<file path="config.mk">
export PLATFORM = sky130hd
export DESIGN_NAME = mlp_sigmoid_forward_pass
export DESIGN_NICKNAME = d
export VERILOG_FILES = /design/src/rtl/mspf_pkg.sv /design/src/rtl/mspf_ctrl.sv /design/src/rtl/mspf_dp.sv /design/src/rtl/mlp_sigmoid_forward_pass.sv
export SDC_FILE = /design/constraint.sdc
export NUM_CORES = 1
export LEC_CHECK = 0
export BUFFER_PORTS_ARGS = -buffer_cell sky130_fd_sc_hd__clkbuf_2
export CAP_MARGIN = 20
export CORE_MARGIN = 1.5
export CORE_UTILIZATION = 40
export CTS_CLUSTER_SIZE = 8
export DETAILED_ROUTE_END_ITERATION = 6
export SLEW_MARGIN = 40
export SYNTH_ARGS = -nofsm -noshare
export SYNTH_HDL_FRONTEND = slang
export SYNTH_HIERARCHICAL = 1
export SYNTH_SLANG_ARGS = --single-unit
</file>
<file path="constraint.sdc">
create_clock -name clk -period 6.8 [get_ports clk]
set_clock_uncertainty 0.05 [all_clocks]
set_input_delay 0.68 -clock clk [delete_from_list [all_inputs] [get_ports clk]]
set_output_delay 0.68 -clock clk [all_outputs]
set_load 0.02 [all_outputs]
</file>
<file path="src/rtl/mspf_pkg.sv">
// mspf_pkg: shared types, constants and the sigmoid table builder for the
// sigmoid MLP forward pass. No dependencies.
package mspf_pkg;

	// Default network shape
	localparam int DEF_N_INPUTS        = 2;
	localparam int DEF_N_HIDDEN        = 2;
	localparam int DEF_N_OUTPUTS       = 1;
	localparam int DEF_SIGMOID_ENTRIES = 256;

	// Fixed field and datapath widths
	localparam int IDX_W   = 4;   // neuron index fields
	localparam int VAL_W   = 16;  // Q4.12 values
	localparam int ACT_W   = 13;  // Q0.12 activations, 4096 = one
	localparam int WADDR_W = 8;   // linear weight address, up to 16x16
	localparam int X_W     = 17;  // multiplier operand holding a feature or activation
	localparam int PROD_W  = VAL_W + X_W;
	localparam int ACC_W   = PROD_W + IDX_W;  // room for 16 products
	localparam int FRAC_W  = 12;

	// Sigmoid table
	localparam int          SIG_SPAN     = 256;
	localparam int          SIG_MID      = 128;
	localparam logic [63:0] EXP_STEP_Q32 = 64'd4034748382;  // exp(-1/16) in Q32

	// Operation codes
	localparam logic [1:0] OP_HID_WEIGHT = 2'd0;
	localparam logic [1:0] OP_OUT_WEIGHT = 2'd1;
	localparam logic [1:0] OP_FEATURE    = 2'd2;

	// Layer select
	localparam logic LAYER_HIDDEN = 1'b0;
	localparam logic LAYER_OUTPUT = 1'b1;

	typedef struct packed {
		logic [1:0]              operation;
		logic [IDX_W-1:0]        weight_dest;
		logic [IDX_W-1:0]        weight_source;
		logic [IDX_W-1:0]        feature_index;
		logic signed [VAL_W-1:0] value;
		logic                    last_feature;
	} item_t;

	typedef struct packed {
		logic [IDX_W-1:0] output_index;
		logic [ACT_W-1:0] activation;
		logic             last_output;
	} result_t;

	// One multiply-accumulate step issued by the controller
	typedef struct packed {
		logic               valid;
		logic               layer;
		logic               first;
		logic               last;
		logic [IDX_W-1:0]   dest;
		logic [IDX_W-1:0]   src;
		logic [WADDR_W-1:0] waddr;
	} cmd_t;

	// Step flags carried down the datapath pipe
	typedef struct packed {
		logic             valid;
		logic             layer;
		logic             first;
		logic             last;
		logic [IDX_W-1:0] dest;
	} stage_t;

	typedef struct packed {
		logic idle;
	} dp_status_t;

	typedef logic [SIG_SPAN-1:0][ACT_W-1:0] sig_rom_t;

	function automatic int addr_w(input int n);
		return (n <= 1) ? 1 : $clog2(n);
	endfunction

	// Rounded quotient (2*num + den) / (2*den) by shift and subtract.
	// Elaboration only.
	function automatic logic [63:0] div_round(input logic [63:0] num, input logic [63:0] den);
		logic [63:0] n;
		logic [63:0] d;
		logic [63:0] q;
		logic [64:0] r;
		n = (num << 1) + den;
		d = den << 1;
		q = '0;
		r = '0;
		for (int b = 63; b >= 0; b--) begin
			r = {r[63:0], n[b]};
			if (r >= {1'b0, d}) begin
				r = r - {1'b0, d};
				q[b] = 1'b1;
			end
		end
		return q;
	endfunction

	// Table entry i = round(4096 / (1 + exp(-(i - 128) / 16))), built with
	// the exp(-k/16) walk in Q32 so both halves round the same way.
	function automatic sig_rom_t build_sigmoid();
		sig_rom_t    rom;
		logic [63:0] t;
		logic [63:0] den;
		logic [63:0] q;
		rom = '0;
		t   = 64'd1 << 32;
		for (int k = 0; k <= SIG_MID; k++) begin
			den = (64'd1 << 32) + t;
			if (SIG_MID + k < SIG_SPAN) begin
				q = div_round(64'd4096 << 32, den);
				rom[SIG_MID + k] = q[ACT_W-1:0];
			end
			q = div_round(64'd4096 * t, den);
			rom[SIG_MID - k] = q[ACT_W-1:0];
			t = (t * EXP_STEP_Q32 + (64'd1 << 31)) >> 32;
		end
		return rom;
	endfunction

endpackage

</file>
<file path="src/rtl/mspf_ctrl.sv">
// mspf_ctrl: sequencer for the forward pass. Accepts words, walks the
// hidden then output weights one MAC step per cycle. Depends on mspf_pkg.
module mspf_ctrl #(
	parameter int N_INPUTS  = mspf_pkg::DEF_N_INPUTS,
	parameter int N_HIDDEN  = mspf_pkg::DEF_N_HIDDEN,
	parameter int N_OUTPUTS = mspf_pkg::DEF_N_OUTPUTS
) (
	input  logic                   clk,
	input  logic                   arst_n,
	input  logic                   start,
	input  mspf_pkg::item_t        item,
	input  mspf_pkg::dp_status_t   status,
	output logic                   busy,
	output logic                   wr_en,
	output mspf_pkg::cmd_t         cmd
);
	import mspf_pkg::*;

	typedef enum logic [2:0] {
		S_IDLE,
		S_HID,
		S_HID_DRAIN,
		S_OUT,
		S_OUT_DRAIN
	} state_t;

	state_t state_q;
	cmd_t   cmd_q;
	cmd_t   adv;
	logic [IDX_W-1:0] src_lim;
	logic [IDX_W-1:0] dst_lim;
	logic             layer_done;

	assign busy  = (state_q != S_IDLE);
	assign wr_en = start && (state_q == S_IDLE);
	assign cmd   = cmd_q;

	// Next step within the current layer
	always_comb begin
		src_lim = (state_q == S_OUT) ? IDX_W'(N_HIDDEN - 1) : IDX_W'(N_INPUTS - 1);
		dst_lim = (state_q == S_OUT) ? IDX_W'(N_OUTPUTS - 1) : IDX_W'(N_HIDDEN - 1);
		layer_done = cmd_q.last && (cmd_q.dest == dst_lim);
		adv       = cmd_q;
		adv.src   = cmd_q.last ? '0 : cmd_q.src + 1'b1;
		adv.dest  = cmd_q.last ? cmd_q.dest + 1'b1 : cmd_q.dest;
		adv.waddr = cmd_q.waddr + 1'b1;
		adv.first = (adv.src == '0);
		adv.last  = (adv.src == src_lim);
	end

	always_ff @(posedge clk or negedge arst_n) begin
		if (!arst_n) begin
			state_q <= S_IDLE;
			cmd_q   <= '0;
		end else begin
			unique case (state_q)
				S_IDLE: begin
					if (wr_en && item.operation == OP_FEATURE && item.last_feature) begin
						state_q <= S_HID;
						cmd_q   <= '{valid: 1'b1, layer: LAYER_HIDDEN, first: 1'b1,
							last: (N_INPUTS == 1), default: '0};
					end
				end
				S_HID: begin
					if (layer_done) begin
						state_q     <= S_HID_DRAIN;
						cmd_q.valid <= 1'b0;
					end else begin
						cmd_q <= adv;
					end
				end
				S_HID_DRAIN: begin
					// wait until the last hidden activation is written back
					if (status.idle) begin
						state_q <= S_OUT;
						cmd_q   <= '{valid: 1'b1, layer: LAYER_OUTPUT, first: 1'b1,
							last: (N_HIDDEN == 1), default: '0};
					end
				end
				S_OUT: begin
					if (layer_done) begin
						state_q     <= S_OUT_DRAIN;
						cmd_q.valid <= 1'b0;
					end else begin
						cmd_q <= adv;
					end
				end
				S_OUT_DRAIN: begin
					if (status.idle) begin
						state_q <= S_IDLE;
					end
				end
				default: begin
					state_q <= S_IDLE;
				end
			endcase
		end
	end

endmodule

</file>
<file path="src/rtl/mspf_dp.sv">
// mspf_dp: weight/feature/activation memories, shared MAC pipe and the
// sigmoid lookup. Depends on mspf_pkg.
module mspf_dp #(
	parameter int N_INPUTS        = mspf_pkg::DEF_N_INPUTS,
	parameter int N_HIDDEN        = mspf_pkg::DEF_N_HIDDEN,
	parameter int N_OUTPUTS       = mspf_pkg::DEF_N_OUTPUTS,
	parameter int SIGMOID_ENTRIES = mspf_pkg::DEF_SIGMOID_ENTRIES
) (
	input  logic                   clk,
	input  logic                   arst_n,
	input  mspf_pkg::item_t        item,
	input  logic                   wr_en,
	input  mspf_pkg::cmd_t         cmd,
	output mspf_pkg::dp_status_t   status,
	output mspf_pkg::result_t      result,
	output logic                   strobe
);
	import mspf_pkg::*;

	localparam int HW_DEPTH = N_HIDDEN * N_INPUTS;
	localparam int OW_DEPTH = N_OUTPUTS * N_HIDDEN;
	localparam int HW_AW    = addr_w(HW_DEPTH);
	localparam int OW_AW    = addr_w(OW_DEPTH);
	localparam int IN_AW    = addr_w(N_INPUTS);
	localparam int HA_AW    = addr_w(N_HIDDEN);

	localparam logic signed [ACC_W-1:0] SAT_HI = ACC_W'(32767);
	localparam logic signed [ACC_W-1:0] SAT_LO = ACC_W'(-32768);
	localparam logic signed [10:0] IDX_LO = 11'(-(SIGMOID_ENTRIES / 2));
	localparam logic signed [10:0] IDX_HI = 11'(SIGMOID_ENTRIES / 2 - 1);
	localparam logic signed [10:0] IDX_MID = 11'(SIG_MID);
	localparam logic signed [10:0] IDX_TOP = 11'(SIG_SPAN - 1);
	localparam sig_rom_t SIG_ROM = build_sigmoid();

	// memories
	logic signed [VAL_W-1:0] hw_mem [HW_DEPTH];
	logic signed [VAL_W-1:0] ow_mem [OW_DEPTH];
	logic signed [VAL_W-1:0] ft_mem [N_INPUTS];
	logic        [ACT_W-1:0] ha_mem [N_HIDDEN];

	logic signed [VAL_W-1:0] hw_rd_s1;
	logic signed [VAL_W-1:0] ow_rd_s1;
	logic signed [VAL_W-1:0] ft_rd_s1;
	logic        [ACT_W-1:0] ha_rd_s1;

	stage_t st_s1;
	stage_t st_s2;
	stage_t st_s3;

	logic signed [VAL_W-1:0]  w_sel;
	logic signed [X_W-1:0]    x_sel;
	logic signed [PROD_W-1:0] prod_s2;
	logic signed [ACC_W-1:0]  acc_s3;

	logic [WADDR_W-1:0] hw_waddr;
	logic [WADDR_W-1:0] ow_waddr;
	logic               hw_we;
	logic               ow_we;
	logic               ft_we;
	logic               ha_we;

	logic signed [ACC_W-1:0] acc_sh;
	logic signed [VAL_W-1:0] sum16;
	logic signed [10:0]      idx_raw;
	logic signed [10:0]      idx_clip;
	logic signed [10:0]      idx_mid;
	logic signed [10:0]      idx_rom;
	logic [7:0]              rom_idx;
	logic [ACT_W-1:0]        act;

	result_t result_q;
	logic    strobe_q;

	// word writes, out-of-range indexes dropped
	assign hw_waddr = WADDR_W'(item.weight_dest) * WADDR_W'(N_INPUTS)
		+ WADDR_W'(item.weight_source);
	assign ow_waddr = WADDR_W'(item.weight_dest) * WADDR_W'(N_HIDDEN)
		+ WADDR_W'(item.weight_source);
	assign hw_we = wr_en && item.operation == OP_HID_WEIGHT
		&& {1'b0, item.weight_dest} < 5'(N_HIDDEN)
		&& {1'b0, item.weight_source} < 5'(N_INPUTS);
	assign ow_we = wr_en && item.operation == OP_OUT_WEIGHT
		&& {1'b0, item.weight_dest} < 5'(N_OUTPUTS)
		&& {1'b0, item.weight_source} < 5'(N_HIDDEN);
	assign ft_we = wr_en && item.operation == OP_FEATURE
		&& {1'b0, item.feature_index} < 5'(N_INPUTS);

	always_ff @(posedge clk) begin
		if (hw_we) begin
			hw_mem[hw_waddr[HW_AW-1:0]] <= item.value;
		end
		hw_rd_s1 <= hw_mem[cmd.waddr[HW_AW-1:0]];
	end

	always_ff @(posedge clk) begin
		if (ow_we) begin
			ow_mem[ow_waddr[OW_AW-1:0]] <= item.value;
		end
		ow_rd_s1 <= ow_mem[cmd.waddr[OW_AW-1:0]];
	end

	always_ff @(posedge clk) begin
		if (ft_we) begin
			ft_mem[item.feature_index[IN_AW-1:0]] <= item.value;
		end
		ft_rd_s1 <= ft_mem[cmd.src[IN_AW-1:0]];
	end

	always_ff @(posedge clk) begin
		if (ha_we) begin
			ha_mem[st_s3.dest[HA_AW-1:0]] <= act;
		end
		ha_rd_s1 <= ha_mem[cmd.src[HA_AW-1:0]];
	end

	// operand select for the shared multiplier
	always_comb begin
		if (st_s1.layer == LAYER_OUTPUT) begin
			w_sel = ow_rd_s1;
			x_sel = signed'({{(X_W - ACT_W){1'b0}}, ha_rd_s1});
		end else begin
			w_sel = hw_rd_s1;
			x_sel = X_W'(ft_rd_s1);
		end
	end

	// pipe: s1 read, s2 multiply, s3 accumulate
	always_ff @(posedge clk or negedge arst_n) begin
		if (!arst_n) begin
			st_s1 <= '0;
			st_s2 <= '0;
			st_s3 <= '0;
		end else begin
			st_s1 <= '{valid: cmd.valid, layer: cmd.layer, first: cmd.first,
				last: cmd.last, dest: cmd.dest};
			st_s2 <= st_s1;
			st_s3 <= st_s2;
		end
	end

	always_ff @(posedge clk) begin
		prod_s2 <= w_sel * x_sel;
		if (st_s2.valid) begin
			acc_s3 <= st_s2.first ? ACC_W'(prod_s2) : acc_s3 + ACC_W'(prod_s2);
		end
	end

	assign status.idle = !(st_s1.valid || st_s2.valid || st_s3.valid);

	// neuron: floor shift, saturate to Q4.12, table index with end clamps
	always_comb begin
		acc_sh = acc_s3 >>> FRAC_W;
		priority if (acc_sh > SAT_HI) begin
			sum16 = 16'sh7FFF;
		end else if (acc_sh < SAT_LO) begin
			sum16 = -16'sh8000;
		end else begin
			sum16 = acc_sh[VAL_W-1:0];
		end
		idx_raw = 11'(signed'(sum16[15:8]));
		priority if (idx_raw < IDX_LO) begin
			idx_clip = IDX_LO;
		end else if (idx_raw > IDX_HI) begin
			idx_clip = IDX_HI;
		end else begin
			idx_clip = idx_raw;
		end
		idx_mid = idx_clip + IDX_MID;
		priority if (idx_mid < 11'sd0) begin
			idx_rom = 11'sd0;
		end else if (idx_mid > IDX_TOP) begin
			idx_rom = IDX_TOP;
		end else begin
			idx_rom = idx_mid;
		end
		rom_idx = idx_rom[7:0];
		act     = SIG_ROM[rom_idx];
	end

	assign ha_we = st_s3.valid && st_s3.last && st_s3.layer == LAYER_HIDDEN;

	always_ff @(posedge clk or negedge arst_n) begin
		if (!arst_n) begin
			strobe_q <= 1'b0;
		end else begin
			strobe_q <= st_s3.valid && st_s3.last && st_s3.layer == LAYER_OUTPUT;
		end
	end

	always_ff @(posedge clk) begin
		if (st_s3.valid && st_s3.last && st_s3.layer == LAYER_OUTPUT) begin
			result_q.output_index <= st_s3.dest;
			result_q.activation   <= act;
			result_q.last_output  <= (st_s3.dest == IDX_W'(N_OUTPUTS - 1));
		end
	end

	assign result = result_q;
	assign strobe = strobe_q;

endmodule

</file>
<file path="src/rtl/mlp_sigmoid_forward_pass.sv">
// Sigmoid MLP forward pass: one hidden layer, no bias, Q4.12 in, Q0.12 out.
// Weight and feature words are taken only while the block is idle. A feature
// word marked last starts an evaluation on one shared MAC: busy stays high
// until the output layer has drained, and no word is taken meanwhile. The
// receiver cannot stall; each result is shown for one cycle with strobe.
// Reset (arst_n low, asynchronous) idles the sequencer; memories keep no reset.
module mlp_sigmoid_forward_pass #(
	parameter int N_INPUTS        = mspf_pkg::DEF_N_INPUTS,
	parameter int N_HIDDEN        = mspf_pkg::DEF_N_HIDDEN,
	parameter int N_OUTPUTS       = mspf_pkg::DEF_N_OUTPUTS,
	parameter int SIGMOID_ENTRIES = mspf_pkg::DEF_SIGMOID_ENTRIES
) (
	input  logic              clk,
	input  logic              arst_n,
	input  logic              start,
	output logic              busy,
	input  mspf_pkg::item_t   item,
	output logic              strobe,
	output mspf_pkg::result_t result
);
	import mspf_pkg::*;

	// Controller <-> datapath:
	//   wr_en  - word accepted this edge; datapath stores weight or feature.
	//   cmd    - one MAC step per cycle: layer, neuron, source, weight address.
	//   status - MAC pipe empty; controller waits on it between layers so the
	//            output layer never reads a stale hidden activation.
	logic       wr_en;
	cmd_t       cmd;
	dp_status_t status;

	mspf_ctrl #(
		.N_INPUTS (N_INPUTS),
		.N_HIDDEN (N_HIDDEN),
		.N_OUTPUTS(N_OUTPUTS)
	) u_ctrl (
		.clk   (clk),
		.arst_n(arst_n),
		.start (start),
		.item  (item),
		.status(status),
		.busy  (busy),
		.wr_en (wr_en),
		.cmd   (cmd)
	);

	// Datapath: memory read, 16x17 multiply, 37-bit accumulate, then
	// shift/saturate and a 256-entry sigmoid table lookup. Hidden results
	// go back to the activation memory, output results to the result register.
	mspf_dp #(
		.N_INPUTS       (N_INPUTS),
		.N_HIDDEN       (N_HIDDEN),
		.N_OUTPUTS      (N_OUTPUTS),
		.SIGMOID_ENTRIES(SIGMOID_ENTRIES)
	) u_dp (
		.clk   (clk),
		.arst_n(arst_n),
		.item  (item),
		.wr_en (wr_en),
		.cmd   (cmd),
		.status(status),
		.result(result),
		.strobe(strobe)
	);

endmodule

</file>
# Word level (Yosys, flattened, before mapping)
# Memory sizes are Yosys's and may differ from the RTL's. A register that Yosys moved wholly into a read port is not among the register bits.
# Cells that the tools add are included.
[op_classes]
n_addsub = 6
n_lt_le_gt_ge = 11
muxes = 32
bitwise = 2
eq_ne = 16
n_mul = 1
reduce_logical = 29
[op_table]
columns = ["operator", "n"]
rows = [
  ["$pmux 20 s3", 1],
  ["$mux 16", 3],
  ["$mux 20", 2],
  ["$add 37x33->37", 1],
  ["$mux 37", 1],
  ["$mul 16x17->33", 1],
  ["$gt 25x16->1 const B", 1],
  ["$lt 25x16->1 const B", 1],
  ["$mux 11", 2],
  ["$mux 18", 1],
  ["$mux 17", 1],
  ["$mux 8", 2],
  ["$mux 3", 5],
  ["$pmux 3 s5", 1],
  ["$logic_and 1x1->1", 14],
  ["$mux 13", 1],
  ["$lt 4x2->1 const B", 3],
  ["$reduce_and 4->1", 3],
  ["$add 11x9->11 const B", 1],
  ["$gt 11x9->1 const B", 1],
  ["$lt 11x1->1 const B", 1],
  ["$mux 1", 10],
  ["$reduce_and 5->1", 2],
  ["$lt 8x9->1 const B", 1],
  ["other kinds (24)", 37],
]
[word_totals]
n_memories = 5
inputBits = 34
output_inout_bits = 20
regBits = 135
ramBits = 154
romBits = 3328
wordCells = 130
[mem_list]
columns = ["name", "words", "word_bits", "read_ports", "rd_ports_with_merged_regs", "write_ports", "line_no", "text"]
rows = [
  ["(no name shown)", 256, 13, 1, 0, 0, "mspf_dp.sv:177", "act = SIG_ROM[rom_idx];"],
  ["u_dp.hw_mem", 4, 16, 1, 1, 1, "mspf_dp.sv:36", "logic signed [VAL_W-1:0] hw_mem [HW_DEPTH];"],
  ["u_dp.ft_mem", 2, 16, 1, 1, 1, "mspf_dp.sv:38", "logic signed [VAL_W-1:0] ft_mem [N_INPUTS];"],
  ["u_dp.ow_mem", 2, 16, 1, 1, 1, "mspf_dp.sv:37", "logic signed [VAL_W-1:0] ow_mem [OW_DEPTH];"],
  ["u_dp.ha_mem", 2, 13, 1, 1, 1, "mspf_dp.sv:39", "logic [ACT_W-1:0] ha_mem [N_HIDDEN];"],
]

# Longest topological paths before layout
[depth]
word_depth = 12
depth_mapped = 27
mapped_depth_nobuf = 24

# By module
# The synthesis kept the hierarchy.
[by_module_without_submodules]
columns = ["mod", "cells_per_inst", "seq_area_each_um2", "area_each_um2", "n_inst"]
rows = [
  ["mspf_dp", 2357, 8648.3, 24942.7, 1],
  ["mspf_ctrl", 138, 575.6, 1301.2, 1],
]

# Least setup slack after synthesis
# Ideal clock, no wire load.
[synth_timing]
path_kind = "reg2reg"
startpoint = "register u_dp/st_s1[6] (netlist name)"
endpoint = "register u_dp.prod_s2[31]"
path_stages_with_launch = 26
t_arrival_ns = 7.134
slack_ns = -0.442
synth_period_minus_slack_ns = 7.242
n_path_buf = 3
setup_time_ns = 0.058
t_required_ns = 6.692
path_cell_list = "dfrtp_1 > clkbuf_1 > clkbuf_1 > clkbuf_1 > mux2i_1 > nor2_1 > fa_1 > fa_1 > inv_1 > fa_1 > fa_1 > inv_1 > fa_1 > inv_1 > fa_1 > inv_1 > ha_1 > and4_1 > a31o_2 > a21o_1 > a21oi_2 > o211ai_1 > a31oi_1 > o21ai_1 > nor4b_1 > a211o_1"
[synth_between]
elab_chain_cells = 2
word_cells_on_any_way = 3
classes_between = "1 x mul; 2 x mux"
[synth_lines]
columns = ["element", "line_no", "text"]
rows = [
  ["start, declared", "mspf_dp.sv:46", "stage_t st_s1;"],
  ["start signal, assigned", "mspf_dp.sv:134", "st_s1 <= '{valid: cmd.valid, layer: cmd.layer, first: cmd.first,"],
  ["$mux 16 or $mux 17 (tied branches)", "mspf_dp.sv:118", "if (st_s1.layer == LAYER_OUTPUT) begin"],
  ["$mul 16x17->33 *", "mspf_dp.sv:142", "prod_s2 <= w_sel * x_sel;"],
  ["end signal, assigned", "mspf_dp.sv:142", ""],
  ["end, declared", "mspf_dp.sv:52", "logic signed [PROD_W-1:0] prod_s2;"],
]
# Every way passes the cells marked *; elsewhere a longest branch is shown, timed or not.
# A chain may end at the register's enable or synchronous reset.

# Worst setup path after layout
[layout_timing]
startpoint = "register u_dp/st_s1[6] (netlist name)"
endpoint = "register u_dp.prod_s2[25]"
# Same word-level chain as after synthesis.

==> metrics.csv <==
stage,metric,value,unit
cells_and_area,Ant. Diodes,0,
global_route,GR Overflow Total,0,
clocking,CTS buffer count,49,
cells_and_area,Synth-to-Final Area Change,14.48,%
timing,setup TNS,0,ns
floorplan,die height,257.5,µm
hold_path,Hold Path Class,input port to asynchronous set/reset pin,
synth,cell count after synthesis,2457,
floorplan,Cell Rows,93,
clocking,clk_lat worst skew,0.58,ns
synth,Mean Syn Cell Area,10.54,µm²
timing,"Hold Vio Cnt, Final",0,
global_route,total track usage,21.56,%
setup_path,crit path kind,register to register,
cells_and_area,"Non-Filler Cell Area, Final",29650,µm²
drt,post-route ant nets,0,
place,port bufs,52,
setup_path,Buf/Inv on CP,7,
setup_path,Most common cell on crit path,fa_1,
setup_path,startpoint type of the worst setup path,register,
drt,Vias,18750,
floorplan,IO Pins,54,
floorplan,Die Wd,257.5,µm
cells_and_area,layout cells sized above 1,15.78,%
drt,Vias/cell,5.400,
synth,synthesized area,25900,µm²
clocking,clk buf depth,3,
cells_and_area,fill count,5990,
drt,drt initial violations,1328,
clocking,Hold Buf Count CTS,0,
setup_path,Reg-to-Reg Start,u_dp/st_s1[6],
place,dpl cells,3357,
global_route,first-pass GRT wire length,110900,µm
clocking,clock sink total,340,
job,Max-Cap Viols,0,
timing,fmax,0.1515,GHz
timing,fin. max-slew vios,0,
setup_path,Critical Path End Type,register,
timing,"Period Utilization, post-route",97.08,%
floorplan,initial core utilization,40.33,%
global_route,initial antenna violation count,0,
timing,relative slew slack,44.73,%
timing,fin crit period,6.601,ns
timing,setup violators final,0,
setup_path,critical path's top delay family,adder cells,
clocking,Clock Pin Slew Worst Setup and Hold Paths,0.05,ns
setup_path,CP endpoint,u_dp/prod_s2[25],
floorplan,full die area,66300,µm²
drt,routed length per instance,20.72,µm
setup_path,critical path arrival,7.01,ns
drt,Residual DRC,0,
setup_path,WP data required,7.21,ns
place,Placed Instance Area,27570,µm²
global_route,largest net degree at the start of global routing,71,
synth,Mapped Nets,2892,
setup_path,Crit. Startpoint,u_dp/st_s1[6],
clocking,# H-tree levels,2,
drt,DRT Pass-1 Iters,5,
drt,routed wire length,71950,µm
setup_path,worst r2r path cells,25,
setup_path,Levels on crit path,25,
cells_and_area,fin cells,3473,
clocking,CTS tree,yes,
timing,Worst Hold Margin,0.07116,ns
setup_path,CP max FO,8,
setup_path,reg2reg end,u_dp/prod_s2[25],
global_route,number of global-route vias before repair,19020,
cells_and_area,Final Net Count,3012,
clocking,CTS root buffer,clkbuf_16,
setup_path,Worst path slowest cell,dfrtp_4,
setup_path,Crit path largest cell delay,0.57,ns
place,routability congestion estimate,0.9653,
synth,Yosys warning total,6,
setup_path,internal reg-to-reg setup slack,0.20,ns
floorplan,Core ar.,64230,µm²
timing,Worst-Margin Slew,0.8252,ns
place,Post-DP HPWL,54700,µm
status,status,"complete, no violations",
-- per-stage QoR --
stage,setup slack (ns),utilization (%)
floorplan,0.01687,-
detailed placement,0.05442,42.93
finish,0.1986,46.17
global route,-0.01866,46.17
CTS,0.01637,45.29
global placement,0.08963,42.91
-- cells in the final DEF (no fill, tap or decap), drive strengths merged, types with 7 or more instances in the layout --
cell type / instances
or3: 12
dfxtp: 93
mux2: 71
edfxtp: 206
xnor2: 42
nand2b: 11
clkbuf: 145
a21o: 46
mux4: 16
or2: 7
nor2: 182
and2: 33
o31ai: 9
and3: 14
inv: 318
o221ai: 7
nor2b: 19
ha: 133
o21a: 11
o21ai: 120
a211o: 9
o22ai: 13
a31oi: 22
nand2: 248
a211oi: 16
xor2: 25
a21oi: 114
nand4: 9
nand3: 26
o211ai: 16
a311oi: 8
dfrtp: 41
o21bai: 7
nor4: 12
fa: 268
a221oi: 8
buf: 120
nor3: 31
mux2i: 24
-- per-layer routing --
metal	vias up	track usage [%]	share of wire [%]
li1	8658	-	-
met1	9427	30.93	46
met2	553	33.54	45
met3	116	3.625	5.7
met4	0	6.140	2.9
met5	-	0	0
-- area by class of cell --
| cell class | instances | area (µm²) | area share (%) |
|---|---|---|---|
| sequential | 340 | 9081 | 30.62 |
| timing repair buffer | 176 | 1343 | 4.527 |
| clock buffer | 89 | 1428 | 4.814 |
| multi-input combinational | 1691 | 15440 | 52.06 |
| clock inverter | 3 | 90.09 | 0.3038 |
| inverter | 319 | 1206 | 4.067 |
| tap | 855 | 1070 | 3.607 |
-- flip-flops by register name, summed over array words and instances, names as in the netlist --
register / flops
u_dp/ow_rd_s1: 16
u_dp/strobe: 1
u_dp/st_s2: 8
u_dp/hw_mem: 64
u_dp/ft_mem: 32
u_dp/st_s1: 8
u_ctrl/state_q: 3
u_dp/acc_s3: 37
u_ctrl/cmd: 14
u_dp/result: 17
u_dp/st_s3: 7
u_dp/ow_mem: 32
u_dp/ha_mem: 24
u_dp/prod_s2: 33
u_dp/ft_rd_s1: 16
u_dp/hw_rd_s1: 16
u_dp/ha_rd_s1: 12
-- worst min path at each step --
stage               depth (start not counted)  slack, ns        endpoint
floorplan                                   0       0.28   u_dp/st_s2[0]
global route                                1       0.11  u_ctrl/cmd[12]
finish                                      1       0.07   u_dp/st_s1[6]
CTS                                         1       0.07   u_dp/st_s1[6]
global placement                            0       0.28   u_dp/st_s3[0]
detailed placement                          0       0.29   u_dp/st_s2[0]
-- timing repair --
action | 4_1_cts | 5_1_grt
setup buffers | 0 | 20
gates resized for setup | 0 | 82
endpoints found under the setup margin | 0 | 9
Power is left out: the tool's default activity adds up to more than one toggle a clock period on the data nets, which glitch-free logic cannot reach.
